$ cat config.mk
export PLATFORM = sky130hd
export DESIGN_NAME = e2d_sqrt_cell
export DESIGN_NICKNAME = d
export VERILOG_FILES = /design/src/rtl/e2d_sqrt_cell.sv
export SDC_FILE = /design/constraint.sdc
export NUM_CORES = 1
export LEC_CHECK = 0
export BUFFER_PORTS_ARGS = -buffer_cell sky130_fd_sc_hd__buf_2
export CAP_MARGIN = 0
export CORE_ASPECT_RATIO = 0.7
export CORE_MARGIN = 2
export CORE_UTILIZATION = 40
export DETAILED_ROUTE_END_ITERATION = 16
export GPL_ROUTABILITY_DRIVEN = 0
export PLACE_DENSITY = 0.75
export SYNTH_ARGS = -nofsm -noshare
export SYNTH_HDL_FRONTEND = slang
export SYNTH_SLANG_ARGS = --single-unit
export TNS_END_PERCENT = 20
$ cat constraint.sdc
create_clock -name clk -period 3.25 [get_ports clk]
set_input_delay 0.4875 -clock clk [delete_from_list [all_inputs] [get_ports clk]]
set_output_delay 0.4875 -clock clk [all_outputs]
set_load 0.01 [all_outputs]
$ cat src/rtl/e2d_sqrt_cell.sv
// One result bit of the integer square root, one register stage
module e2d_sqrt_cell #(
  parameter int STEP   = 0,
  parameter int SIDE_W = 99
) (
  input  logic              clk,
  input  logic              en,
  input  logic [63:0]       rem_i,
  input  logic [63:0]       root_i,
  input  logic [SIDE_W-1:0] side_i,
  output logic [63:0]       rem_o,
  output logic [63:0]       root_o,
  output logic [SIDE_W-1:0] side_o
);

  localparam logic [63:0] BIT = 64'd1 << (62 - 2 * STEP);

  logic [63:0] trial, rem_nxt, root_nxt;
  logic [63:0] rem_r, root_r;
  logic [SIDE_W-1:0] side_r;

  always_comb begin
    trial = root_i + BIT;
    if (rem_i >= trial) begin
      rem_nxt  = rem_i - trial;
      root_nxt = (root_i >> 1) + BIT;
    end else begin
      rem_nxt  = rem_i;
      root_nxt = root_i >> 1;
    end
  end

  always_ff @(posedge clk) begin
    if (en) begin
      rem_r  <= rem_nxt;
      root_r <= root_nxt;
      side_r <= side_i;
    end
  end

  assign rem_o  = rem_r;
  assign root_o = root_r;
  assign side_o = side_r;

endmodule

==> results.md <==
* Status: complete, no violations
* Final setup violation count at 0
* CTS root buf: clkbuf_16
* Multi-input gate area at approximately 4400 sq um
* Syn nets at 1278
* EDFF count, synth at 227
* CP Capture Type: flop
* Largest net degree at the start of global routing at 76
* Critical path required time at ~3500 ps
* Worst-case clock buffer depth at 3
* Hold-fix buffer count after cts at 0
* Final min period at 3080 ps
* Via Count at 10200
* Syn Std Cell Area at 11600 sq um
* Gr ovfl total at 0
* Die area at 30400 sq um
* Combinational share of power at 25.0%
* CP max FO at 28
* Flops & latches, synth at 227
* Slew of the pin with the lowest slew margin at 655 ps
* IO Pins at 456
* Antenna violations before repair at 7
* LEAKAGE at 7.69 nW
* Storage cell area at between 6000 and 7000 sq um
* Commonest non-fill, non-tap cell in the layout: buf_2
* Worst Setup Slack, final at 165 ps
* Synth top area cells: edfxtp_1, ha_1, a21oi_1, a21o_1, xnor2_1
* Drt pass-1 iters at 5
* Rows at 52
* Residual DRC at 0
* Predominant post-synthesis flop cell: edfxtp_1
* DR WL/cell at 18.4 um
* # fillers at 2438
* Slew HR at between 50% and 60%
* CP startpoint kind: primary input
* Post-route non-filler standard cell count at 2011
* Die Y at 146 um
* CTS H-tree depth at 1
* Mapped Cells at 984
* Share of cells above drive strength 1 at 43.3%
* Clock sinks at between 200 and 250
* Setup CP Type: primary input to flop
* Total GRT Usage at 23.4%
* CP arrival at 3380 ps
* Die width at 207 um
* Final critical-path share of the clock period at a little over nine tenths
* Synth unique cells at 58
* Worst Hold Class: primary input to flop
* Final Net Count at approximately 1900
* Dpl cells at between 1500 and 2000
* Switching part of the total at between 20% and 30%
* Hold_sp: side_i[70]
* Vias in the first global route at 10000
* Iter 0 DRT Violations at 921
* Place WS at -758 ps
* RSZ-0062 raised after global routing: yes
* Detail Route Antenna Nets at 0
* Most frequent cells in the layout: buf_2, edfxtp_1, buf_4
* DP HPWL at about 30000 um
* Clock power share at around a third
* First-pass GRT wire length at 56400 um
* Final Hold Vio Count at 0
* # Max-Cap Violations at 0
* Pint at 6.12 mW
* Seq pwr share at 43.0%
* Initial Utilization at 40.4%
* Vias per cell at 5.08
* Max Fclk at about 0.32 GHz
* Post-synth top area share at 58.9%
* Seq/Total Area, Yosys at 58.9%
* WL final at roughly 37000 um
* Cell taking the most area after synthesis: edfxtp_1
* VDD IR-drop max at 0.335 mV
* Hold endpoint: side_o[70]
* Worst hold stages at 1
* Area growth syn-to-layout at 42.5%
* Buffers added on ports at 455
* Syn Area/Cell at 11.8 sq um
* Max-slew violations at 0
* Core Area at around 29000 sq um
* Synth Warn # at 0
* P_sw at 2.40 mW
* CTS Buf Count at 24
* Asr flop ratio synth at 0%
* TritonCTS clock tree: done
* Power Density at 516 nW/um^2
* Reg clk slew, reported paths at 70 ps
==> layout make-up <==
class | count | area share [%]
clock buffer | 29 | 3.88
timing repair buffer | 637 | 22.4
multi-input combinational | 642 | 26.9
sequential | 227 | 41.3
antenna | 6 | 0.0910
clock inverter | 14 | 0.781
inverter | 78 | 1.77
tap | 378 | 2.87
==> cells in the mapped netlist (13+ instances only) <==
cell type / instances
edfxtp_1: 227
and3_1: 13
nand3_1: 14
a21o_1: 49
xor2_1: 20
a21oi_1: 111
ha_1: 64
o21ai_0: 40
nor2_1: 82
nand4_1: 18
inv_1: 78
xnor2_1: 36
nand2_1: 52
clkbuf_1: 25
==> what timing repair did <==
item	CTS	global route
setup buffers	2	1
setup endpoints to repair	53	57
pin swaps	1	3
resized for setup	3	14
==> stage by stage <==
| stage | total power [mW] | setup TNS [ps] | hold slack (ps) | cell area, sq um | util [%] |
|---|---|---|---|---|---|
| after CTS | 8.54 | -71.1 | 90.8 | 16400 | 57.1 |
| after detailed placement | 5.79 | -42490 | 666 | 15600 | 54.3 |
| after floorplan | 4.73 | 0 | 586 | 11600 | - |
| after global placement | 5.74 | -32280 | 664 | 15600 | 54.3 |
| after global routing | 8.88 | -11.1 | 101 | 16500 | 57.5 |
| final | 8.52 | 0 | 118 | 16500 | 57.5 |
==> kinds of logic after synthesis <==
logic type	count (synthesis)	share of synthesized area [%]
xor+xnor	56	4.23
compound gates	272	14.7
simple gates	234	9.80
fa+ha+maj	65	7.09
mux	15	1.45
buf+inv	115	3.86
flops	227	58.9
==> routing by layer <==
metal	track usage [%]	share of wire, %	wire [um]	up-vias
met2	34.8	44	16400	386
met1	34.1	46	16900	4861
li1	-	-	-	4898
met5	0	0.040	15	-
met3	6.04	7.6	2820	69
met4	6.14	2.3	869	4
==> worst max-delay path by stage <==
stage               startpoint        end  slack, ps  depth (start not counted)
finish               root_i[7]  rem_o[45]        170                         13
global route        root_i[41]  rem_o[61]        -10                         15
CTS                   rem_i[0]  rem_o[61]        -70                         17
detailed placement    rem_i[0]  rem_o[45]       -760                         14
global placement      rem_i[0]  rem_o[36]       -630                         14
floorplan           root_i[15]  rem_o[60]         10                         12
==> sequential cells by signal, summed over array words and instances (netlist names) <==
register,cells
root_o,64
side_o,99
rem_o,64
==> power by group through the flow <==
stage,Sequential (mW),Clock [mW],Combinational [mW]
2_1_floorplan,3.88,0,0.849
3_3_place_gp,3.71,0,2.03
3_5_place_dp,3.72,0,2.07
4_1_cts,3.66,2.79,2.09
5_1_grt,3.69,2.87,2.31
6_report,3.66,2.73,2.13
==> critical path, stage by stage <==
cell      delay (ps)
buf_2             90
inv_1             40
ha_1             350
and3_1           190
nand3_1          150
or4_1            570
o211ai_1         200
o21ai_1           90
buf_4            140
o41ai_4          230
buf_4            210
buf_6            240
mux2_2           380
Power figures use the tool's default switching activity.
