[config.mk]
export PLATFORM = sky130hd
export DESIGN_NAME = e2d_div_cell
export DESIGN_NICKNAME = d
export VERILOG_FILES = /design/src/rtl/e2d_pkg.sv /design/src/rtl/e2d_div_cell.sv
export SDC_FILE = /design/constraint.sdc
export NUM_CORES = 1
export LEC_CHECK = 0
export ABC_AREA = 0
export BUFFER_PORTS_ARGS = -buffer_cell sky130_fd_sc_hd__buf_2
export CAP_MARGIN = 20
export CORE_MARGIN = 5
export CORE_UTILIZATION = 41
export DETAILED_ROUTE_END_ITERATION = 7
export GPL_TIMING_DRIVEN = 0
export PLACE_DENSITY = 0.66
export SYNTH_ARGS = -nofsm -noshare
export SYNTH_HDL_FRONTEND = slang
export SYNTH_SLANG_ARGS = --single-unit
export TNS_END_PERCENT = 1
[constraint.sdc]
create_clock -name clk -period 3.5 [get_ports clk]
set_input_delay 0.35 -clock clk [delete_from_list [all_inputs] [get_ports clk]]
set_output_delay 0.35 -clock clk [all_outputs]
set_load 0.02 [all_outputs]
[src/rtl/e2d_pkg.sv]
// Shared types, constants and fixed-point helpers of the direction vector block
package e2d_pkg;

  localparam longint QONE_L        = 64'sd1073741824;
  localparam longint HALF_PI       = 64'sd1686629713;
  localparam longint QTR_PI        = 64'sd843314856;
  localparam logic [30:0] QONE     = 31'h4000_0000;
  localparam int SERIES_TERMS      = 7;
  localparam int RANGE_STEPS       = 6;
  localparam int SC_STAGES         = 3 + 3 * SERIES_TERMS + 2;
  localparam int ROOT_STEPS        = 32;

  typedef enum logic [1:0] {
    QUAD_0,
    QUAD_90,
    QUAD_180,
    QUAD_270
  } quad_t;

  typedef struct packed {
    logic       nz;
    logic [2:0] neg;
  } comp_flags_t;

  // Q30 product, floored
  function automatic logic signed [31:0] qmul(input logic signed [31:0] a,
                                              input logic signed [31:0] b);
    logic signed [63:0] p;
    p = 64'(a) * 64'(b);
    return p[61:30];
  endfunction

endpackage

[src/rtl/e2d_div_cell.sv]
// One quotient bit of the three restoring divisions by the norm
module e2d_div_cell import e2d_pkg::*; #(
  parameter int J     = 0,
  parameter int REM_W = 47,
  parameter int QUO_W = 15
) (
  input  logic                  clk,
  input  logic                  en,
  input  logic [2:0][REM_W-1:0] rem_i,
  input  logic [2:0][QUO_W-1:0] quo_i,
  input  logic [31:0]           norm_i,
  input  comp_flags_t           flags_i,
  output logic [2:0][REM_W-1:0] rem_o,
  output logic [2:0][QUO_W-1:0] quo_o,
  output logic [31:0]           norm_o,
  output comp_flags_t           flags_o
);

  logic [REM_W-1:0]            dv;
  logic [2:0][REM_W-1:0]       rem_nxt, rem_r;
  logic [2:0][QUO_W-1:0]       quo_nxt, quo_r;
  logic [31:0]                 norm_r;
  comp_flags_t                 flags_r;

  always_comb begin
    dv = REM_W'(norm_i) << J;
    for (int c = 0; c < 3; c++) begin
      if (rem_i[c] >= dv) begin
        rem_nxt[c] = rem_i[c] - dv;
        quo_nxt[c] = quo_i[c] | (QUO_W'(1) << J);
      end else begin
        rem_nxt[c] = rem_i[c];
        quo_nxt[c] = quo_i[c];
      end
    end
  end

  always_ff @(posedge clk) begin
    if (en) begin
      rem_r   <= rem_nxt;
      quo_r   <= quo_nxt;
      norm_r  <= norm_i;
      flags_r <= flags_i;
    end
  end

  assign rem_o   = rem_r;
  assign quo_o   = quo_r;
  assign norm_o  = norm_r;
  assign flags_o = flags_r;

endmodule

==> results of run 1 <==
[worst paths after layout]
kind	from	endpoint	slack [ps]	cells past startpoint
min	norm_i[4]	norm_o[4]	20	1
max	norm_i[24]	rem_o[8]	20	14
[layout by cell type, fill, tap and decap left out, types with 10 or more instances in the layout]
cell           count
a211oi_1          11
a21o_1            40
a21oi_1          140
and3_1            11
buf_2            465
clkbuf_1          35
clkbuf_16         27
diode_2           10
dlygate4sd3_1     74
edfxtp_1         222
ha_1              96
inv_1             57
nand2_1          133
nand2b_1          15
nand3_1           33
nand4_1           35
nor2_1           123
nor2b_1           11
nor3_1            50
nor4_1            14
o211ai_1          11
o21a_1            12
o21ai_0           89
o21bai_1          20
or3_1             16
xnor2_1           72
xor2_1            55
[per-stage QoR]
stage,cell area (um^2),TNS (ps)
floorplan,14600,0
global placement,17400,-230350
detailed placement,17400,-18110
CTS,19000,0
global route,19000,-2390
finish,19000,0
[cell type report]
| cell class | count | area [um^2] | area share (%) |
|---|---|---|---|
| Clock inverter | 18 | 164 | 0.860 |
| Inverter | 57 | 214 | 1.12 |
| Clock buffer | 29 | 683 | 3.59 |
| Tap cell | 461 | 577 | 3.03 |
| Sequential cell | 222 | 6670 | 35.0 |
| Buffer | 64 | 294 | 1.54 |
| Timing Repair Buffer | 517 | 2990 | 15.7 |
| Multi-Input combinational cell | 1121 | 7440 | 39.0 |
| Antenna cell | 10 | 25.0 | 0.131 |
[worst max-delay path: stages]
cell           delay [ps]
dlygate4sd3_1         540
buf_2                 130
inv_1                 280
ha_1                  370
nand4_1               170
nor3_1                 70
a2111o_1              440
o21ai_0               220
nand2_1               110
o21ai_2               250
o21a_1                150
buf_4                 190
buf_6                 180
o21ai_0               240
[metal layers]
| metal | vias up | wire [um] |
|---|---|---|
| met3 | 102 | 4720 |
| met1 | 6544 | 22200 |
| met5 | - | 35 |
| met4 | 6 | 2210 |
| met2 | 646 | 23700 |
| li1 | 6592 | - |
[logic make-up (layout without fill, tap and decap cells)]
kind of cell / after synthesis / count (layout) / share of synthesized area, %
flops: 222 / 222 / 45.7
simple gates: 480 / 480 / 16.0
other cells: 0 / 10 / 0
buf+inv: 121 / 685 / 3.48
mux: 8 / 8 / 0.609
xor+xnor: 127 / 127 / 7.63
fa+ha+maj: 99 / 99 / 8.65
compound gates: 407 / 407 / 17.9
[power by group through the flow]
stage / Sequential (mW) / Clock (mW) / Combinational, mW
final: 3.42 / 2.70 / 2.48
after global routing: 3.44 / 2.87 / 2.67
after CTS: 3.42 / 2.78 / 2.45
after detailed placement: 3.47 / 0 / 2.37
after global placement: 3.48 / 0 / 2.36
after floorplan: 3.87 / 0 / 1.08
[registers in the layout (all words and copies together) (netlist names)]
name and cells:
flags_o 4, rem_o 141, quo_o 45, norm_o 32
[repair_timing]
| action | CTS | global route |
|---|---|---|
| hold buffers | 74 | 0 |
| endpoints found under the hold margin | 74 | 0 |
| endpoints found under the setup margin | 0 | 71 |
| gates resized for setup | 0 | 7 |
==> results by group, run 1 <==
Outcome
  – Status: completed

Route
  – Via density: 5.56
  – Routed len/inst: approximately 21 um
  – Total number of vias: ~14k
  – # DRC: 0
  – Post-Route WL: approximately 53000 um
  – Iteration-0 DRC Markers: 1028
  – Routed Antenna Nets: 0
  – First-pass DRT Iterations: 5

Timing
  – Fin crit period: 3480 ps
  – Slew margin rel.: 40.6%
  – Period Utilization, post-route: 99.5%
  – Setup Viol. Count Final: 0
  – Final Hold Viols: 0
  – RSZ-0062 raised after global routing: true
  – Fin. max-slew vios: 0
  – Worst Max-Slew Pin Slew: just under 900 ps
  – Worst hold slack: 17.5 ps
  – Setup ws final: 16.7 ps
  – Max Fclk: 0.287 GHz

Power and ir drop
  – Clk pwr share: a little under a third
  – PD cells: about 450 nW/um^2
  – Worst vdd ir: ~0.4 mV
  – Total chip power: around 8.6 mW
  – Cell Int Power: between 5 and 6 mW
  – Logic pwr share: between 20 and 30%
  – Net Switching: approximately 2.8 mW
  – Sw frac: around a third
  – Flop pwr share: between 30 and 40%
  – Leak pwr: 8.04 nW

GRT
  – Initial antenna violation count: 9
  – Largest net degree at the start of global routing: about 130
  – Vias in the first global route: around 13k
  – Busiest grt layer: met2
  – First-pass GRT wire length: 76500 um
  – GR Overflow Total: 0
  – Met1 Usage GRT: between 30% and 40%
  – Met2 Use GR: 39.8%
  – GR Layer Usage met3: under 10%
  – All-Layer GR Usage: about a quarter

Critical path
  – WP data required: ~3700 ps
  – CP arrival: approximately 3700 ps
  – CP Capture Type: flop
  – Crit path kind: primary input to flop
  – Critical path startpoint category: primary input
  – Crit Path Max Fanout: 10

Die
  – Die H: around 200 um
  – Core ar.: 35300 um^2
  – Die outline area: between 30000 and 40000 um^2
  – Cell Rows: ~70
  – Die width: ~200 um
  – Top Ports: about 450
  – Initial Util: 41.3%

Place
  – Pre-CTS WS: -490 ps
  – Placed Cells: about 2.4k
  – Port Buffers: 442
  – Final HPWL DP: between 40000 and 50000 um
  – GPL Wtd Cong: between 0.9 and 1

Clocking
  – Cts bufs inserted: 27
  – Postcts setup bufs: 0
  – Clock sink total: 222
  – CTS tree: yes
  – Clock transition at path regs: around 60 ps
  – Clock Tree Buf Depth: 3
  – H-tree lvl count: 1
  – Root Driver: clkbuf_16

Logic synthesis
  – Net Count, Synth: 1787
  – Ys async rst share: 0%
  – Synth cell count leaders: 222 x edfxtp_1, 140 x a21oi_1, 133 x nand2_1
  – Cell variety after synth: 80
  – Cell count after synthesis: 1464
  – Sequential fraction of the synthesis area: a little under half
  – Synth Warn #: 0
  – Avg Inst Size Synth: around 10 um^2
  – Dominant synthesized flop cell: edfxtp_1
  – Mapped Area: 14600 um^2
  – Yosys top cell by area: edfxtp_1
  – Synth top area cells: edfxtp_1 46%, ha_1 8.2%, a21oi_1 4.8%, xnor2_1 4.3%, nand2_1 3.4%
  – EDFF count, synth: between 200 and 250
  – Most frequent cell after synthesis: edfxtp_1
  – Flops & latches, synth: roughly 220
  – Synth top area share: between 40% and 50%

Layout
  – Final Util: a little over half
  – Fin cells: roughly 2.5k
  – Area Overhead vs Synth: 30.7%
  – Fillers: approximately 3.3k
  – Layout cells sized above 1: ~28%
  – Nets: between 2k and 2.5k

Run
  – Max_cap viols: 0

Hold path
  – Hold Path Class: primary input to flop
Note: power is estimated with default switching activity, not from simulation.
==> run 2: changes to the inputs <==
Settings changed: CORE_AREA set to 2 2 174 176, CORE_MARGIN 5 to unset, CORE_UTILIZATION 41 to unset, DIE_AREA set to 0 0 176 178, PLACE_DENSITY 0.66 to 0.78, RECOVER_POWER set to 25.
==> results by group, run 2 (synthesized netlist as in run 1, its figures left out) <==
Outcome
  – Status: finished, violations left
  – Failing checks: capacitance limit, slew limit

Clocking
  – Cts bufs inserted: 25
  – Clock sink total: between 200 and 250
  – Clock transition at path regs: 60 ps
  – Root Driver: clkbuf_16
  – Clock Tree Buf Depth: 3
  – H-tree lvl count: 1
  – CTS tree: yes

Route
  – Routed Antenna Nets: 0
  – Post-Route WL: between 50000 and 60000 um
  – Iteration-0 DRC Markers: 1078
  – # DRC: 0
  – First-pass DRT Iterations: 5
  – Via density: between 5 and 6
  – Routed len/inst: 21.3 um
  – Total number of vias: 13.9k

GRT
  – All-Layer GR Usage: roughly 31%
  – Vias in the first global route: approximately 13k
  – Largest net degree at the start of global routing: between 100 and 150
  – GR Overflow Total: 0
  – First-pass GRT wire length: between 70000 and 80000 um
  – Initial antenna violation count: 12

Die
  – Top Ports: roughly 450
  – Core ar.: between 20000 and 30000 um^2
  – Die width: roughly 180 um
  – Die H: 178 um
  – Initial Util: 49.6%
  – Cell Rows: 63
  – Die outline area: ~31000 um^2

Layout
  – Storage cell area: approximately 6700 um^2
  – Most common cell after layout, fill and taps aside: buf_2
  – Area Overhead vs Synth: 27.0%
  – Max FFs per register: approximately 140
  – Multi-input combinational cell area: 7410 um^2
  – Fin cells: around 2.4k
  – Fillers: 2479
  – Most frequent cells in the layout: 442 x buf_2, 222 x edfxtp_1, 140 x a21oi_1, 133 x nand2_1, 123 x nor2_1
  – Layout cells sized above 1: between 20% and 30%
  – Final instance area: ~19000 um^2
  – Nets: ~2.3k

Critical path
  – CP Capture Type: flop
  – Crit path kind: primary input to flop
  – Crit Path Max Fanout: 4
  – WP data required: between 3000 and 4000 ps
  – CP arrival: about 3600 ps
  – Critical path startpoint category: primary input

Place
  – GPL Wtd Cong: around 0.94
  – Cell Area, Placed: about 17000 um^2
  – Port Buffers: ~440
  – Placed Cells: about 2.3k
  – Pre-CTS WS: -416 ps
  – Final HPWL DP: roughly 40000 um

Timing
  – Setup Viol. Count Final: 0
  – Slew margin rel.: -58.6%
  – Setup ws final: 170 ps
  – Final Hold Viols: 0
  – Fin. max-slew vios: 90
  – Final TNS setup: 0 ps
  – RSZ-0062 raised after global routing: false
  – Period Utilization, post-route: 95.1%
  – Fin crit period: 3330 ps
  – Worst Max-Slew Pin Slew: 2380 ps
  – Max Fclk: between 0.3 and 0.4 GHz

Power and ir drop
  – Sw frac: between 30% and 40%
  – PD cells: 450 nW/um^2
  – Worst vdd ir: around 0.37 mV
  – Logic pwr share: just under 30%
  – Cell Int Power: 5.60 mW
  – Net Switching: roughly 2.7 mW
  – Clk pwr share: just under 30%
  – Leak pwr: 7.81 nW
  – Total chip power: 8.33 mW
  – Flop pwr share: between 40% and 50%

Run
  – Max_cap viols: 1

Hold path
  – Worst Hold Launch: quo_i[26]
  – Hold endpoint: quo_o[26]
  – Hold Path Class: primary input to flop
  – Hold Path Stages: 1
run 2: changes by cell type in the layout (fill, tap and decap cells not counted), moves of 2 or more:
cell | before | now
dlygate4sd3_1 | 74 | 45
clkinv_2 | 6 | 4
buf_2 | 465 | 442
clkinv_1 | 2 | 6
clkbuf_1 | 35 | 60
clkbuf_16 | 27 | 25
clkinvlp_4 | 3 | 1
run 2: layout make-up:
| type | instances | share of cell area [%] |
|---|---|---|
| Multi-Input combinational cell | 1121 | 40.0 |
| Sequential cell | 222 | 36.0 |
| Timing Repair Buffer | 488 | 14.4 |
| Clock buffer | 29 | 3.46 |
| Tap cell | 390 | 2.64 |
| Buffer | 64 | 1.58 |
| Inverter | 57 | 1.16 |
| Clock inverter | 16 | 0.635 |
| Antenna cell | 10 | 0.135 |
run 2: critical path, stage by stage:
cell	delay, ps
buf_2	220
ha_1	220
inv_1	60
fa_1	410
a211oi_1	250
nor2_1	120
o31a_1	340
o311ai_1	520
a31oi_1	280
a21oi_1	300
o211ai_1	220
nor2_1	200
xor2_1	90
run 2: how the worst max path moves through the flow:
stage          slack [ps]          to  cells after the start  startpoint
2_1_floorplan         430   rem_o[91]                     13   rem_i[47]
3_3_place_gp         -810  flags_o[0]                      1          en
3_5_place_dp         -420   rem_o[46]                     13   norm_i[0]
4_1_cts               120   rem_o[46]                     13   norm_i[0]
5_1_grt                20  rem_o[101]                     11  norm_i[18]
6_report              170  rem_o[136]                     13   norm_i[0]
run 2: what timing repair did:
item,in CTS,in global routing
buffers inserted,0,0
hold buffers,41,4
hold endpoints to repair,41,4
setup endpoints to repair,0,2
resized for setup,0,1
run 2: per-layer routing:
metal  vias to the layer above  GRT usage, %  part of all wire, %
li1                       6506             -                    -
met1                      6557          38.7                   39
met2                       679          50.5                   46
met3                       118          7.37                  9.0
met4                         2          15.3                  5.1
met5                         -             0                0.016
run 2: metrics by stage:
stage	hold slack (ps)	utilization (%)
floorplan	449	-
global placement	526	58.8
detailed placement	528	58.9
CTS	1.76	62.9
global route	2.87	62.9
finish	16.4	63.0
run 2: power by group through the flow:
stage	registers (mW)	clock network, mW	logic, mW
6_report	3.42	2.46	2.44
4_1_cts	3.42	2.50	2.42
3_3_place_gp	3.47	0	2.34
5_1_grt	3.45	2.60	2.63
2_1_floorplan	3.87	0	1.08
3_5_place_dp	3.46	0	2.36
==> run 3: changes to the inputs <==
Settings changed: ABC_AREA 0 to 1, CORE_AREA 2 2 174 176 to unset, CORE_UTILIZATION set to 56, DIE_AREA 0 0 176 178 to unset, PLACE_DENSITY 0.78 to 0.82, SLEW_MARGIN set to 20.
==> results by group, run 3 <==
Clocking
  – Root Driver: clkbuf_16
  – CTS tree: yes
  – Clock Tree Buf Depth: 3
  – H-tree lvl count: 1
  – Clock sink total: around 220
  – Cts repair resizes: 0
  – Clock transition at path regs: roughly 70 ps
  – Cts bufs inserted: 25

Route
  – Post-Route WL: ~77000 um
  – Routed len/inst: 19.1 um
  – Via density: around 5.4
  – Routed Antenna Nets: 0
  – # DRC: 0
  – First-pass DRT Iterations: 8
  – Iteration-0 DRC Markers: approximately 2.1k
  – Total number of vias: roughly 22k

Timing
  – Final Hold Viols: 0
  – Setup Viol. Count Final: 0
  – Worst Max-Slew Pin Slew: ~2800 ps
  – Max Fclk: between 0.3 and 0.4 GHz
  – Period Utilization, post-route: slightly above 90%
  – Fin. max-slew vios: 217
  – Setup ws final: about 330 ps
  – Fin crit period: about 3200 ps
  – Final TNS setup: 0 ps
  – RSZ-0062 raised after global routing: false
  – Slew margin rel.: -87.2%

Die
  – Cell Rows: 67
  – Die H: between 150 and 200 um
  – Core ar.: around 34000 um^2
  – Die outline area: 35400 um^2
  – Top Ports: about 450
  – Initial Util: 57.3%
  – Die width: between 150 and 200 um

Logic synthesis
  – Flops & latches, synth: approximately 220
  – Cell count after synthesis: ~3.0k
  – Most frequent cell after synthesis: nand2_1
  – EDFF count, synth: between 200 and 250
  – Dominant synthesized flop cell: edfxtp_1
  – Net Count, Synth: 3370
  – Yosys top cell by area: edfxtp_1
  – Synth top area cells: edfxtp_1 34%, nand2_1 27%, inv_1 12%, ha_1 6.2%, nor2_1 5.0%
  – Synth cell count leaders: 1374 x nand2_1, 631 x inv_1, 259 x nor2_1
  – Avg Inst Size Synth: 6.37 um^2
  – Cell variety after synth: 30
  – Sequential fraction of the synthesis area: about a third
  – Ys async rst share: 0%
  – Synth top area share: about a third
  – Synth Warn #: 0
  – Mapped Area: 19400 um^2

GRT
  – Vias in the first global route: between 20k and 25k
  – First-pass GRT wire length: around 120000 um
  – All-Layer GR Usage: a little over two fifths
  – GR Overflow Total: 0
  – Largest net degree at the start of global routing: 114
  – Initial antenna violation count: 5

Run
  – Max_cap viols: 2

Layout
  – Area Overhead vs Synth: 22.0%
  – Nets: a little under 4k
  – Max FFs per register: between 100 and 150
  – Storage cell area: about 6700 um^2
  – Most common cell after layout, fill and taps aside: nand2_1
  – Fillers: slightly below 3k
  – Most frequent cells in the layout: 1374 x nand2_1, 631 x inv_1, 405 x buf_2, 259 x nor2_1, 222 x edfxtp_1
  – Layout cells sized above 1: between 10% and 20%
  – Multi-input combinational cell area: roughly 10000 um^2

Power and ir drop
  – Worst vdd ir: around 0.44 mV
  – Total chip power: 9.29 mW
  – Leak pwr: about 13 nW
  – PD cells: ~400 nW/um^2

Place
  – GPL Wtd Cong: between 1 and 1.5
  – Pre-CTS WS: 384 ps
  – Port Buffers: approximately 450
  – Final HPWL DP: roughly 63000 um

Outcome
  – Status: finished, violations left
  – Failing checks: capacitance limit, slew limit

Critical path
  – WP data required: roughly 3900 ps
  – Crit path kind: primary input to flop
  – CP Capture Type: flop
  – Critical path startpoint category: primary input
  – Crit Path Max Fanout: 5
  – CP arrival: about 3600 ps

Hold path
  – Hold Path Stages: 1
  – Hold Path Class: primary input to flop
[run 3: changes by cell type after synthesis, sizes merged, moves of 37 or more]
cell / before / now
o21ai: 95 / 3
xnor2: 72 / 0
a21o: 40 / 0
nand2: 133 / 1396
clkbuf: 37 / 0
nor2: 125 / 275
nand3: 33 / 158
inv: 57 / 633
a21oi: 141 / 85
[run 3: final timing paths]
path,from,end,slack (ps)
worst max-delay path,norm_i[22],rem_o[129],330
worst min-delay path,flags_i[2],flags_o[2],30
[run 3: per-layer routing]
metal / wire length, um / part of all wire [%] / GRT usage, % / vias to the layer above
met5: 23 / 0.030 / 0 / -
met4: 7040 / 9.1 / 35.1 / 4
met3: 7190 / 9.3 / 8.12 / 379
met2: 35400 / 46 / 71.9 / 1312
met1: 27800 / 36 / 48.4 / 9682
li1: - / - / - / 10400
[run 3: cell type report]
class | count | area share [%]
multi-input cells | 2170 | 42.8
flip-flops and latches | 222 | 28.1
repair buffers | 511 | 11.9
inverters | 633 | 10.0
clock buffers | 27 | 2.67
well taps | 448 | 2.37
clock inverters | 18 | 1.03
plain buffers | 22 | 0.998
diodes | 4 | 0.0422
[run 3: cells by family (layout without fill, tap and decap cells)]
group | count (synthesis) | in the layout | share of synthesized area [%]
AOI/OAI and AO/OA | 91 | 91 | 2.91
DFF | 222 | 222 | 34.3
other | 0 | 4 | 0
buffers and inverters | 655 | 1211 | 13.5
adders and majority gates | 99 | 99 | 6.49
and+or+nand+nor | 1920 | 1920 | 40.1
xor gates and xnor gates | 60 | 60 | 2.71
[run 3: worst max-delay path, cell delays in order]
cell and delay [ps]:
dlygate4sd3_1 530, clkbuf_1 130, inv_1 180, ha_1 410, nand2_1 140, nor2_1 460
nand2_1 200, nor3_1 580, nand3_1 220, nand3_1 150, nand2_1 70, a21oi_1 140
[run 3: report_power, final]
| group | internal [mW] | total [mW] | switching, mW |
|---|---|---|---|
| Sequential | 3.32 | 3.42 | 0.0971 |
| Combinational | 0.918 | 3.01 | 2.09 |
| Clock | 1.69 | 2.86 | 1.17 |
| Total | 5.93 | 9.29 | 3.36 |
[run 3: stage by stage]
stage	utilization (%)	area [um^2]	hold WS, ps	std cells
3_5_place_dp	65.8	22300	528	3942
4_1_cts	70.2	23800	0.0586	4051
5_1_grt	69.9	23700	26.3	4052
3_3_place_gp	65.6	22200	527	3940
2_1_floorplan	-	19400	449	3047
6_report	70.0	23700	26.0	4055
[run 3: timing repair]
item,in CTS,in global routing
buffers inserted,0,0
hold buffers,64,0
hold endpoints to repair,64,0
