**src/rtl/e2d_flow.sv**
```systemverilog
// Valid tracking for the pipeline and the two-entry result buffer
module e2d_flow #(
  parameter int STAGES = 2,
  parameter int DATA_W = 48
) (
  input  logic              clk,
  input  logic              rst_n,
  input  logic              in_valid,
  output logic              in_ready,
  output logic              en,
  input  logic [DATA_W-1:0] last_data,
  output logic              out_valid,
  input  logic              out_ready,
  output logic [DATA_W-1:0] out_data
);

  logic [STAGES-1:0] vld_r;
  logic [DATA_W-1:0] buf_r [2];
  logic              wr_ptr_r, rd_ptr_r;
  logic [1:0]        cnt_r, cnt_nxt;
  logic              push, pop;

  // pipeline moves while the buffer has a free slot
  assign en        = (cnt_r != 2'd2);
  assign in_ready  = en;
  assign push      = en & vld_r[STAGES-1];
  assign out_valid = (cnt_r != 2'd0);
  assign pop       = out_valid & out_ready;
  assign out_data  = buf_r[rd_ptr_r];

  always_comb begin
    cnt_nxt = cnt_r + 2'(push) - 2'(pop);
  end

  always_ff @(posedge clk) begin
    if (!rst_n) begin
      vld_r    <= '0;
      wr_ptr_r <= 1'b0;
      rd_ptr_r <= 1'b0;
      cnt_r    <= 2'd0;
    end else begin
      if (en) begin
        vld_r <= {vld_r[STAGES-2:0], in_valid};
      end
      if (push) begin
        wr_ptr_r <= ~wr_ptr_r;
      end
      if (pop) begin
        rd_ptr_r <= ~rd_ptr_r;
      end
      cnt_r <= cnt_nxt;
    end
  end

  always_ff @(posedge clk) begin
    if (push) begin
      buf_r[wr_ptr_r] <= last_data;
    end
  end

endmodule

```
**config.mk**
```make
export PLATFORM = sky130hd
export DESIGN_NAME = e2d_flow
export DESIGN_NICKNAME = d
export VERILOG_FILES = /design/src/rtl/e2d_flow.sv
export SDC_FILE = /design/constraint.sdc
export NUM_CORES = 1
export LEC_CHECK = 0
export CORE_MARGIN = 2
export CORE_UTILIZATION = 50
export CTS_BUF_LIST = sky130_fd_sc_hd__clkbuf_8
export DETAILED_ROUTE_END_ITERATION = 10
export DONT_BUFFER_PORTS = 1
export GPL_ROUTABILITY_DRIVEN = 0
export PLACE_DENSITY = 0.64
export SLEW_MARGIN = 20
export SYNTH_ARGS = -nofsm -noshare
export SYNTH_HDL_FRONTEND = slang
export SYNTH_SLANG_ARGS = --single-unit
```
**constraint.sdc**
```tcl
create_clock -name clk -period 3.39 [get_ports clk]
set_clock_uncertainty 0.05 [all_clocks]
set_input_delay 0.1695 -clock clk [delete_from_list [all_inputs] [get_ports clk]]
set_output_delay 0.1695 -clock clk [all_outputs]
set_load 0.02 [all_outputs]
```
==> results of run 1 <==
[metal layers]
layer	vias up	wire [µm]	GRT usage	part of all wire
met2	74	3390	0.282	0.52
met5	-	0	0	0
met3	14	362	0.0501	0.056
met1	879	2540	0.183	0.39
li1	810	-	-	-
met4	0	163	0.0796	0.025
[synthesized netlist by cell type (all sizes together)]
cell / instances
edfxtp: 96
nand2: 2
inv: 1
mux2i: 3
and2: 2
o21a: 1
xnor2: 3
mux2: 48
dfxtp: 7
and3: 1
nor2: 1
buf: 6
nor2b: 4
or2: 1
nand2b: 2
ha: 2
clkbuf: 1
[cells by family after synthesis]
kind of cell             Yosys count
AO/OA/AOI/OAI                      1
XOR/XNOR                           3
AND/OR/NAND/NOR                   13
multiplexers                      51
flip-flops                       103
adder cells (fa/ha/maj)            2
buffers and inverters              8
[power groups by stage]
stage,clock network [W],registers (W),logic (W)
after floorplan,0,0.00156,0.000688
after global placement,0,0.00160,0.000692
after detailed placement,0,0.00161,0.000710
after CTS,0.000734,0.00158,0.000768
after global routing,0.000793,0.00159,0.000799
final,0.000720,0.00158,0.000758
[area by class of cell]
| class | instances | area [µm²] |
|---|---|---|
| Timing Repair Buffer | 55 | 538 |
| Clock buffer | 9 | 124 |
| Inverter | 1 | 3.75 |
| Multi-Input combinational cell | 70 | 787 |
| Sequential cell | 103 | 3020 |
| Tap cell | 102 | 128 |
| Fill cell | 556 | 2940 |
| Clock inverter | 6 | 62.6 |
[sequential cells by signal (all words and copies together), names as in the netlist, named ones only]
signal / cells
cnt_r: 2
vld_r: 2
wr_ptr_r: 1
buf_r: 96
rd_ptr_r: 1
[metrics by stage]
step                      hold WS [ps]  std cells  setup WS (ps)  utilization
final                              158        346           1010        0.613
after global routing               164        346            835        0.613
after CTS                          125        346            986        0.613
after detailed placement           218        281           1010        0.523
after global placement             218        281           1140        0.523
after floorplan                    218        181           70.1            -
[critical path, cell delays in order (launching register included)]
cell	delay (ps)
sky130_fd_sc_hd__dfxtp_1	380
sky130_fd_sc_hd__nand2b_1	520
sky130_fd_sc_hd__nand2_1	260
sky130_fd_sc_hd__nor2_4	490
sky130_fd_sc_hd__buf_4	360
[cell usage in the layout (no fill, tap or decap)]
cell type,netlist,routed
sky130_fd_sc_hd__inv_1,1,1
sky130_fd_sc_hd__nor2b_1,4,4
sky130_fd_sc_hd__mux2_2,28,28
sky130_fd_sc_hd__mux2_4,20,20
sky130_fd_sc_hd__xnor2_1,3,3
sky130_fd_sc_hd__bufinv_16,0,1
sky130_fd_sc_hd__or2_2,1,1
sky130_fd_sc_hd__dfxtp_2,0,1
sky130_fd_sc_hd__clkinvlp_4,0,2
sky130_fd_sc_hd__nor2_4,0,1
sky130_fd_sc_hd__clkbuf_8,0,9
sky130_fd_sc_hd__nand2_1,2,2
sky130_fd_sc_hd__mux2i_1,3,3
sky130_fd_sc_hd__and2_1,2,2
sky130_fd_sc_hd__nand2b_1,2,2
sky130_fd_sc_hd__clkinv_1,0,1
sky130_fd_sc_hd__clkinv_4,0,1
sky130_fd_sc_hd__and3_2,0,1
sky130_fd_sc_hd__dlygate4sd3_1,0,50
sky130_fd_sc_hd__dfxtp_1,7,6
sky130_fd_sc_hd__buf_4,1,5
sky130_fd_sc_hd__ha_1,2,2
sky130_fd_sc_hd__o21a_1,1,1
sky130_fd_sc_hd__edfxtp_1,96,96
sky130_fd_sc_hd__clkinv_2,0,1
[worst max path at each step]
stage / from / end / slack (ps) / cells after the start
floorplan: cnt_r[0] / buf_r[0][0] / 70 / 4
global placement: cnt_r[0] / buf_r[0][45] / 1140 / 4
detailed placement: cnt_r[0] / buf_r[0][45] / 1010 / 4
CTS: cnt_r[0] / buf_r[0][4] / 990 / 4
global route: cnt_r[0] / buf_r[0][0] / 840 / 4
finish: cnt_r[0] / buf_r[0][4] / 1010 / 4
==> summary.md, run 1 <==
| Metric | Value |
|---|---|
| Shortest period the worst path allows | `~2400 ps` |
| H-Tree Level Count | `3` |
| Power density normalized to cell area | `around 650 mW/mm²` |
| Cell Int Power | `roughly 0.0022 W` |
| Synth Area in Simple Gates | `0.0191` |
| Clock edge transition at the registers on the reported setup and hold paths | `90 ps` |
| Number of cells upsized or downsized after cts | `0` |
| Final antenna diode count | `0` |
| Post-synth design cell area | `between 0.003 and 0.004 mm²` |
| Switching portion of total power | `0.295` |
| Slack of the worst reg-to-reg path | `about 1000 ps` |
| First-pass GRT wire length | `10.1 mm` |
| Buffer count from post-CTS setup fixing | `0` |
| End of the worst register-to-register path | `buf_r[0][4]` |
| Average wire per standard cell | `between 15 and 20 µm` |
| Adder-cell area share of the yosys netlist | `0.00648` |
| Final Cell Area | `about 0.0047 mm²` |
| Fraction of the yosys area taken by sequential cells | `0.783` |
| Max-slew violation count | `0` |
| Pin count of the biggest net entering global routing | `29` |
| Post-detailed-placement cell area | `0.00398 mm²` |
| Post-synthesis compound-gate area fraction | `0.00194` |
| Detailed-route wire length | `roughly 6.5 mm` |
| Root Buffer | `sky130_fd_sc_hd__clkbuf_8` |
| Startpoint type of the worst setup path | `flip-flop` |
| Data required time of the worst path | `about 3400 ps` |
| Number of global-route vias before repair | `~1.9k` |
| Height of the die | `91.9 µm` |
| Horizontal die dimension | `around 92 µm` |
| Count of TritonRoute iterations in the first routing pass | `4` |
| Worst Tran Pin Value | `706 ps` |
| Effective utilization at floorplan | `0.508` |
| Initial antenna violation count | `0` |
| Main combinational cell family by area after synthesis | `multiplexers` |
| GRT Total Usage | `0.163` |
| Worst voltage drop across the vdd grid | `371 µV` |
| Clk_lat worst skew | `approximately 350 ps` |
| Combinational Power Share | `0.248` |
| Initial DRC count | `106` |
| Worst min-delay path class | `input pin to flip-flop` |
| Detailed Place HPWL | `~4.2 mm` |
| Share of total power in sequential cells | `0.516` |
| Fin crit share | `0.703` |
| Count of different cell masters after synthesis | `20` |
| Cells after synthesis | `181` |
| Post-layout total power | `0.00305 W` |
| Proportion of power drawn by the clock network | `0.236` |
| R2r startpoint | `cnt_r[0]` |
| Synth Area in XOR/XNOR | `0.00680` |
| CP Class | `flip-flop to flip-flop` |
| Floorplan row count | `32` |
| Top post-synthesis cells by area | `sky130_fd_sc_hd__edfxtp_1, sky130_fd_sc_hd__mux2_2, sky130_fd_sc_hd__mux2_4` |
| Synthesized area per cell | `between 20 and 25 µm²` |
| Setup violations, final | `0` |
| R2R depth | `4` |
| Inserted Clock Buffers | `9` |
| Syn nets | `about 240` |
| Layout net count | `between 200 and 300` |
| Register bit count reported by yosys | `103` |
| Timing-limited maximum frequency | `between 400 and 500 MHz` |
| Mux share of post-synthesis cell area | `0.167` |
| Buffers on Ports | `0` |
| RSZ-0062 raised after global routing | `no` |
| Number of hold buffers added after CTS | `50` |
| Synth-to-Final Area Change | `20.9%` |
| Count of clock tree sinks | `~100` |
| Arrival time at the worst endpoint | `~2400 ps` |
| Fraction of layout instances using a drive strength above 1 | `0.291` |
| Portion of synthesized cell area occupied by the leading cell type | `0.747` |
| Core area | `0.00761 mm²` |
| Launch instance of the worst min-delay path | `out_ready` |
| TritonCTS clock tree | `yes` |
| Remaining global-route overflow | `0` |
| Number of warnings printed during yosys synthesis | `0` |
| Largest area contributor in the synthesized netlist | `sky130_fd_sc_hd__edfxtp_1` |
| Worst hold stages | `3` |
| Number of top-level pins | `between 100 and 150` |
| DRC errors left | `0` |
| Outcome | `finished, final reports clean` |
| Total vias in the final route | `1777` |
| Routed Antenna Nets | `0` |
| P_sw | `~0.00090 W` |
| Max Buffers Root-to-Sink | `2` |
| Number of hold violations in the final report | `0` |
| Slew Limit Headroom | `0.529` |
| Via count normalized by instance count | `5.14` |
| Number of violations of the max-capacitance limit | `0` |
| Sort of element at the end of the critical path | `flip-flop` |
| Summed negative setup slack over all endpoints | `0 ps` |
| Leakage power total | `between 1.5 and 2 nW` |
| Full die area | `between 0.008 and 0.009 mm²` |
| CP max FO | `18` |
Note: power is estimated with default switching activity, not from simulation.
==> inputs of run 2 (changes only) <==
==> constraint.sdc (replaced) <==
create_clock -name clk -period 2.17 [get_ports clk]
set_clock_uncertainty 0.05 [all_clocks]
set_input_delay 0.1085 -clock clk [delete_from_list [all_inputs] [get_ports clk]]
set_output_delay 0.1085 -clock clk [all_outputs]
set_load 0.02 [all_outputs]
==> run 2 against run 1 <==
  * Register-to-register slack worse by 630 ps
  * Power rose by 60%
  * Sequential power up 52%
  * Critical path type unchanged
  * Largest cell class unchanged
==> summary.md, run 2 (same netlist as run 1, synthesis figures left out) <==
| Metric | Value |
|---|---|
| Met1 usage | `0.166 (-0.0177)` |
| Number of cells upsized or downsized after cts | `0 (unchanged)` |
| Worst voltage drop across the vdd grid | `646 µV (+74%)` |
| Leading cell types in the layout, fill and taps excluded | `sky130_fd_sc_hd__edfxtp_1, sky130_fd_sc_hd__dlygate4sd3_1, sky130_fd_sc_hd__mux2_2, sky130_fd_sc_hd__mux2_4, sky130_fd_sc_hd__clkbuf_8` |
| Busiest grt layer | `met2` |
| Core area | `0.00761 mm² (unchanged)` |
| Clk_lat worst skew | `350 ps (about the same)` |
| Floorplan row count | `32 (unchanged)` |
| Footprint of the multi-input gates | `787 µm² (unchanged)` |
| Fin worst setup slack | `380 ps (-626 ps)` |
| Power density normalized to cell area | `1040 mW/mm² (+58%)` |
| Buffer count from post-CTS setup fixing | `0 (unchanged)` |
| Register bank with the most flops | `buf_r` |
| Leakage power total | `1.60 nW (+0.77%)` |
| Fraction of the core area covered by cells at the end of the flow | `0.619 (+0.00559)` |
| Synth-to-Final Area Change | `22.0%` |
| Root Buffer | `sky130_fd_sc_hd__clkbuf_8` |
| Number of flip-flops under the largest register name | `96 (unchanged)` |
| Arrival time at the worst endpoint | `2000 ps (-380 ps)` |
| Count of TritonRoute iterations in the first routing pass | `4 (unchanged)` |
| Slack of the worst reg-to-reg path | `380 ps (-630 ps)` |
| Worst min-delay path class | `input pin to flip-flop` |
| Full die area | `0.00844 mm² (unchanged)` |
| DRC errors left | `0 (unchanged)` |
| CP Class | `flip-flop to flip-flop` |
| Timing-limited maximum frequency | `559 MHz (+33%)` |
| Setup violations, final | `0 (unchanged)` |
| RSZ-0062 raised after global routing | `no` |
| Routed Antenna Nets | `0 (unchanged)` |
| Final cell count without fillers | `347 (+0.29%)` |
| Shortest period the worst path allows | `1790 ps (-594 ps)` |
| Total vias in the final route | `1800 (+1.3%)` |
| Worst Tran Pin Value | `424 ps (-282 ps)` |
| Registers with the highest flip-flop counts | `buf_r: 96 flops, cnt_r: 2 flops, vld_r: 2 flops` |
| Number of hold violations in the final report | `0 (unchanged)` |
| # placed instances | `281 (unchanged)` |
| Worst slack after detailed placement | `401 ps (-611 ps)` |
| Sort of element at the end of the critical path | `flip-flop` |
| End of the worst register-to-register path | `cnt_r[1]` |
| TritonCTS clock tree | `yes` |
| Initial antenna violation count | `0 (unchanged)` |
| Slew Limit Headroom | `0.717 (+0.188)` |
| Met2 Track Usage GR | `0.290 (+0.00858)` |
| Summed negative setup slack over all endpoints | `0 ps (unchanged)` |
| Fill cells | `538 (-3.2%)` |
| Remaining global-route overflow | `0 (unchanged)` |
| Launch instance of the worst min-delay path | `out_ready` |
| Startpoint type of the worst setup path | `flip-flop` |
| Combined flip-flop and latch cell area | `0.00302 mm² (unchanged)` |
| Fraction of layout instances using a drive strength above 1 | `0.298 (+0.00698)` |
| Count of clock tree sinks | `103 (unchanged)` |
| Effective utilization at floorplan | `0.508 (unchanged)` |
| Inserted Clock Buffers | `9 (unchanged)` |
| Initial DRC count | `93 (-12%)` |
| Pin count of the biggest net entering global routing | `49 (+69%)` |
| Max Buffers Root-to-Sink | `2 (unchanged)` |
| Final antenna diode count | `0 (unchanged)` |
| Detailed-route wire length | `6.49 mm (+0.43%)` |
| H-Tree Level Count | `3 (unchanged)` |
| Data required time of the worst path | `2380 ps (-1000 ps)` |
| Max-slew violation count | `0 (unchanged)` |
| Commonest non-fill, non-tap cell in the layout | `sky130_fd_sc_hd__edfxtp_1` |
| Clock edge transition at the registers on the reported setup and hold paths | `100 ps (about the same)` |
| Met3 demand-to-capacity share in global routing | `0.0534 (+0.00329)` |
| Layout net count | `294 (unchanged)` |
| Detailed Place HPWL | `4.03 mm (-4.2%)` |
| Hold Slack | `147 ps (-10.8 ps)` |
| First-pass GRT wire length | `10.1 mm (+0.21%)` |
| Average wire per standard cell | `18.7 µm (+0.14%)` |
| Outcome | `finished, final reports clean` |
| CP max FO | `4 (-14)` |
| Number of global-route vias before repair | `1979 (+3.5%)` |
| Height of the die | `91.9 µm (unchanged)` |
| R2R depth | `8 (+4)` |
| R2r startpoint | `cnt_r[0]` |
| Buffers on Ports | `0 (unchanged)` |
| Fin crit share | `0.825 (+0.122)` |
| Worst hold stages | `3 (unchanged)` |
| Via count normalized by instance count | `5.19 (+1.0%)` |
| End point of the most critical hold path | `rd_ptr_r` |
| Horizontal die dimension | `91.9 µm (unchanged)` |
| Number of top-level pins | `103 (unchanged)` |
| GRT Total Usage | `0.163 (+0.000183)` |
| Number of violations of the max-capacitance limit | `0 (unchanged)` |
-- run 2: cell count changes in the layout (fill, tap and decap cells not counted) --
cell,delta
sky130_fd_sc_hd__clkinv_1,-1
sky130_fd_sc_hd__clkinv_4,+1
sky130_fd_sc_hd__buf_12,+2
sky130_fd_sc_hd__buf_4,-2
sky130_fd_sc_hd__clkinv_2,-1
sky130_fd_sc_hd__inv_6,+2
-- run 2: layout make-up --
cell class	count	area share
clock buffer	9	0.0263
clock inverter	7	0.0170
inverter	1	0.000797
multi-input combinational	70	0.167
sequential	103	0.642
tap	102	0.0271
timing repair buffer	55	0.120
-- run 2: layer usage --
layer  part of all wire  up-vias
met1               0.36      891
li1                   -      811
met4              0.035        0
met2               0.54       78
met3              0.065       20
met5                  0        -
-- run 2: worst max-delay path by stage --
| stage | cells after the start | end | start |
|---|---|---|---|
| 3_5_place_dp | 8 | cnt_r[1] | cnt_r[0] |
| 5_1_grt | 8 | cnt_r[1] | cnt_r[0] |
| 4_1_cts | 8 | cnt_r[1] | cnt_r[0] |
| 2_1_floorplan | 4 | buf_r[0][0] | cnt_r[0] |
| 3_3_place_gp | 8 | cnt_r[1] | cnt_r[0] |
| 6_report | 8 | cnt_r[1] | cnt_r[0] |
-- run 2: worst max-delay path: stages, from the launching register on --
cell and delay, ps:
sky130_fd_sc_hd__dfxtp_1 380, sky130_fd_sc_hd__nand2b_1 150, sky130_fd_sc_hd__nand2_1 150, sky130_fd_sc_hd__ha_1 310, sky130_fd_sc_hd__inv_1 40, sky130_fd_sc_hd__ha_1 190, sky130_fd_sc_hd__xnor2_1 140, sky130_fd_sc_hd__xnor2_1 140
sky130_fd_sc_hd__and2_1 160
-- run 2: timing repair --
action	4_1_cts	5_1_grt
hold buffers	50	0
endpoints found under the hold margin	103	0
endpoints found under the setup margin	0	0
-- run 2: per-stage QoR --
| stage | instance area (µm²) | total power (W) |
|---|---|---|
| 2_1_floorplan | 3870 | 0.00350 |
| 3_5_place_dp | 4010 | 0.00366 |
| 4_1_cts | 4710 | 0.00492 |
| 5_1_grt | 4710 | 0.00508 |
| 6_report | 4710 | 0.00488 |
| 3_3_place_gp | 4010 | 0.00360 |
-- run 2: where the power goes --
| part | leakage (nW) | internal [W] | switching (W) |
|---|---|---|---|
| Clock | 0.0964 | 0.000545 | 0.000650 |
| Combinational | 0.576 | 0.000526 | 0.000759 |
| Sequential | 0.928 | 0.00234 | 0.0000649 |
==> inputs of run 3 (changes only) <==
--- a/config.mk
+++ b/config.mk
@@ -5,13 +5,14 @@
 export SDC_FILE = /design/constraint.sdc
 export NUM_CORES = 1
 export LEC_CHECK = 0
+export ABC_AREA = 1
 export CORE_MARGIN = 2
 export CORE_UTILIZATION = 50
 export CTS_BUF_LIST = sky130_fd_sc_hd__clkbuf_8
 export DETAILED_ROUTE_END_ITERATION = 10
 export DONT_BUFFER_PORTS = 1
 export GPL_ROUTABILITY_DRIVEN = 0
-export PLACE_DENSITY = 0.64
+export PLACE_DENSITY = 0.61
 export SLEW_MARGIN = 20
 export SYNTH_ARGS = -nofsm -noshare
 export SYNTH_HDL_FRONTEND = slang
==> constraint.sdc (replaced) <==
create_clock -name clk -period 1.7 [get_ports clk]
set_clock_uncertainty 0.05 [all_clocks]
set_input_delay 0.085 -clock clk [delete_from_list [all_inputs] [get_ports clk]]
set_output_delay 0.085 -clock clk [all_outputs]
set_load 0.02 [all_outputs]
==> run 3 against run 2 <==
  * The flow now finishes with violations (setup timing)
  * Non-clock buffer count increased by 3
  * First-iteration DRC count grew 9.7%
  * Via count grew 5.5%
  * Final cell count grew 5.2%
  * Worst hold slack gained 180 ps
  * Synthesized area hardly changed
  * Worst setup slack got worse by 390 ps
  * Global-route usage down 0.34 points
  * Sequential share of layout area is 1.8 points lower
  * Critical path type unchanged
  * Largest power group unchanged
==> summary.md, run 3 <==
| Metric | Value |
|---|---|
| Outcome | `finished, violations left` |
| Failing checks | `setup timing` |
| RSZ-0062 raised after global routing | `yes` |
| Syn nets | `249 (+6.0%)` |
| Startpoint type of the worst setup path | `flip-flop` |
| Timing-limited maximum frequency | `586 MHz (+4.9%)` |
| Final antenna diode count | `0 (unchanged)` |
| P_sw | `0.00216 W (+46%)` |
| Max Buffers Root-to-Sink | `2 (unchanged)` |
| Setup violations, final | `1 (+1)` |
| DRC errors left | `0 (unchanged)` |
| Cell Int Power | `0.00510 W (+50%)` |
| Commonest non-fill, non-tap cell in the layout | `sky130_fd_sc_hd__edfxtp_1` |
| Count of clock tree sinks | `103 (unchanged)` |
| Leading cell types in the layout, fill and taps excluded | `sky130_fd_sc_hd__edfxtp_1, sky130_fd_sc_hd__dlygate4sd3_1, sky130_fd_sc_hd__mux2_2, sky130_fd_sc_hd__mux2_4, sky130_fd_sc_hd__nor2_1` |
| Slack of the worst reg-to-reg path | `-6 ps (-390 ps)` |
| Fraction of the core area covered by cells at the end of the flow | `0.637 (+0.0183)` |
| Crit-path max cell delay | `390 ps (about the same)` |
| Footprint of the multi-input gates | `788 µm² (+0.16%)` |
| Switching portion of total power | `0.297 (-0.00472)` |
| Clk_lat worst skew | `340 ps (about the same)` |
| Fill cells | `534 (-0.74%)` |
| Top FF cell, synth | `sky130_fd_sc_hd__edfxtp_1` |
| Fin worst setup slack | `-6.33 ps (-386 ps)` |
| Fin crit share | `1.00 (+0.179)` |
| Via count normalized by instance count | `5.20 (+0.30%)` |
| Root Buffer | `sky130_fd_sc_hd__clkbuf_8` |
| Initial DRC count | `102 (+9.7%)` |
| Max-slew violation count | `0 (unchanged)` |
| Fraction of the yosys area taken by sequential cells | `0.783 (about the same)` |
| Portion of synthesized cell area occupied by the leading cell type | `0.747 (about the same)` |
| Launch instance of the worst min-delay path | `last_data[17]` |
| Worst voltage drop across the vdd grid | `789 µV (+22%)` |
| End of the worst register-to-register path | `cnt_r[1]` |
| Combined flip-flop and latch cell area | `0.00303 mm² (about the same)` |
| Worst min-delay path class | `input pin to flip-flop` |
| Async set or reset register ratio after synthesis | `0 (unchanged)` |
| Slew Limit Headroom | `0.816 (+0.0986)` |
| Number of hold violations in the final report | `0 (unchanged)` |
| Most used standard cell by instance count after synthesis | `sky130_fd_sc_hd__edfxtp_1` |
| Clock edge transition at the registers on the reported setup and hold paths | `90 ps (about the same)` |
| Number of warnings printed during yosys synthesis | `0 (unchanged)` |
| Number of flip-flops under the largest register name | `96 (unchanged)` |
| Cell repeated most along the worst path | `sky130_fd_sc_hd__nor2_1` |
| Power density normalized to cell area | `1500 mW/mm² (+44%)` |
| R2R depth | `10 (+2)` |
| Register bank with the most flops | `buf_r` |
| Register bit count reported by yosys | `103 (unchanged)` |
| Number of global-route vias before repair | `2041 (+3.1%)` |
| Average wire per standard cell | `18.1 µm (-3.2%)` |
| Count of TritonRoute iterations in the first routing pass | `4 (unchanged)` |
| Initial antenna violation count | `0 (unchanged)` |
| Height of the die | `91.9 µm (about the same)` |
| Sort of element at the end of the critical path | `flip-flop` |
| Floorplan row count | `32 (unchanged)` |
| Routed Antenna Nets | `0 (unchanged)` |
| GRT Total Usage | `0.160 (-0.00336)` |
| EDFF count, synth | `96 (unchanged)` |
| Share of total power in sequential cells | `0.459 (-0.033)` |
| Cells after synthesis | `195 (+7.7%)` |
| Layout net count | `312 (+6.1%)` |
| Post-synth design cell area | `0.00386 mm² (about the same)` |
| Registers with the highest flip-flop counts | `buf_r: 96 flops, cnt_r: 2 flops, vld_r: 2 flops` |
| Leakage power total | `1.69 nW (+5.3%)` |
| Arrival time at the worst endpoint | `1900 ps (-100 ps)` |
| Worst slack after detailed placement | `96.1 ps (-305 ps)` |
| Total vias in the final route | `1899 (+5.5%)` |
| Effective utilization at floorplan | `0.507 (about the same)` |
| Post-layout total power | `0.00725 W (+49%)` |
| Critical Path, Cell by Cell | `nor2_1 > nor2_1 > ha_1 > inv_1 > ha_2 > inv_1 > nand2_1 > nand3_1 > nand2_1 > nor2_1` |
| Pin count of the biggest net entering global routing | `28 (-43%)` |
| Remaining global-route overflow | `0 (unchanged)` |
| Top post-synthesis cells by area | `sky130_fd_sc_hd__edfxtp_1, sky130_fd_sc_hd__mux2_2, sky130_fd_sc_hd__mux2_4` |
| Shortest period the worst path allows | `1710 ps (-83.5 ps)` |
| Slowest cell on the critical path | `sky130_fd_sc_hd__dfxtp_2` |
| Detailed Place HPWL | `4.18 mm (+3.8%)` |
| Number of violations of the max-capacitance limit | `0 (unchanged)` |
| Post-synth top cells | `sky130_fd_sc_hd__edfxtp_1, sky130_fd_sc_hd__mux2_2, sky130_fd_sc_hd__mux2_4` |
| End point of the most critical hold path | `buf_r[0][17]` |
| H-Tree Level Count | `3 (unchanged)` |
| Synthesized area per cell | `19.8 µm² (-7.2%)` |
| Inserted Clock Buffers | `9 (unchanged)` |
| Fraction of layout instances using a drive strength above 1 | `0.300 (+0.00242)` |
| R2r startpoint | `cnt_r[1]` |
| Horizontal die dimension | `91.9 µm (about the same)` |
| Proportion of power drawn by the clock network | `0.257 (+0.012)` |
| Data required time of the worst path | `1890 ps (-490 ps)` |
| Full die area | `0.00844 mm² (about the same)` |
| CP Class | `flip-flop to flip-flop` |
| Detailed-route wire length | `6.60 mm (+1.8%)` |
| Hold Slack | `328 ps (+181 ps)` |
| Worst hold stages | `1 (-2)` |
| First-pass GRT wire length | `10.0 mm (-1.0%)` |
| Buffers on Ports | `0 (unchanged)` |
| CP max FO | `4 (unchanged)` |
| Largest area contributor in the synthesized netlist | `sky130_fd_sc_hd__edfxtp_1` |
| Count of different cell masters after synthesis | `14 (-30%)` |
| Core area | `0.00761 mm² (unchanged)` |
| Number of top-level pins | `103 (unchanged)` |
| Worst Tran Pin Value | `276 ps (-148 ps)` |
| Synth-to-Final Area Change | `25.6%` |
| TritonCTS clock tree | `yes` |
| Combinational Power Share | `0.284 (+0.021)` |
## run 3: changes by cell type after synthesis, sizes merged, moves of 2 or more
cell	delta
and2	-2
nand2b	-2
nor2	+11
xnor2	-3
inv	+7
o21ai	+2
nand3	+3
nor2b	-4
nand2	+7
mux2i	-3
a21oi	+2
## run 3: worst max-delay path by stage
stage              start     endpoint  slack (ps)
2_1_floorplan   cnt_r[0]  buf_r[0][0]         -70
3_3_place_gp    cnt_r[0]     cnt_r[1]         260
3_5_place_dp    cnt_r[0]     cnt_r[1]         100
4_1_cts        flip-flop  out_data[3]          20
5_1_grt         cnt_r[0]     cnt_r[1]         -60
6_report        cnt_r[1]     cnt_r[1]          -6
## run 3: routing by layer
layer,track usage,vias up,routed length (µm)
li1,-,857,-
met1,0.170,943,2460
met4,0.0672,0,136
met5,0,-,0
met2,0.284,87,3540
met3,0.0608,12,463
## run 3: final cells by class
cell class	instances	share of cell area
clock buffers	9	0.0255
clock inverters	7	0.0271
inverters	8	0.00697
multi-input cells	78	0.163
flip-flops and latches	103	0.624
well taps	102	0.0263
repair buffers	58	0.127
## run 3: power by group through the flow
stage | combinational (W) | clock, W | sequential (W)
after detailed placement | 0.00193 | 0 | 0.00339
after global placement | 0.00189 | 0 | 0.00336
after CTS | 0.00205 | 0.00189 | 0.00333
after floorplan | 0.00164 | 0 | 0.00335
final | 0.00206 | 0.00186 | 0.00333
after global routing | 0.00217 | 0.00200 | 0.00336
## run 3: repair_timing
action,CTS,global route
setup buffers,0,0
setup endpoints to repair,0,6
resized for setup,0,3
hold buffers,51,0
endpoints found under the hold margin,103,0
## run 3: kinds of logic after synthesis
family / synth area share
DFF: 0.783
muxes: 0.160
and+or+nand+nor: 0.0243
buffers and inverters: 0.0211
AOI/OAI and AO/OA: 0.00519
adders and majority gates: 0.00648
## run 3: worst max-delay path, delay by kind of cell (launching register included)
kind	cells	cell delay, ps
DFF	1	390
adders and majority gates	2	450
and+or+nand+nor	6	590
buffers and inverters	2	120
## run 3: through the flow
stage	instance area (µm²)	instances	TNS [ps]
after detailed placement	4070	298	0
after CTS	4840	365	0
after floorplan	3890	195	-3260
after global routing	4850	365	-59.5
after global placement	4070	298	0
final	4850	365	-6.33
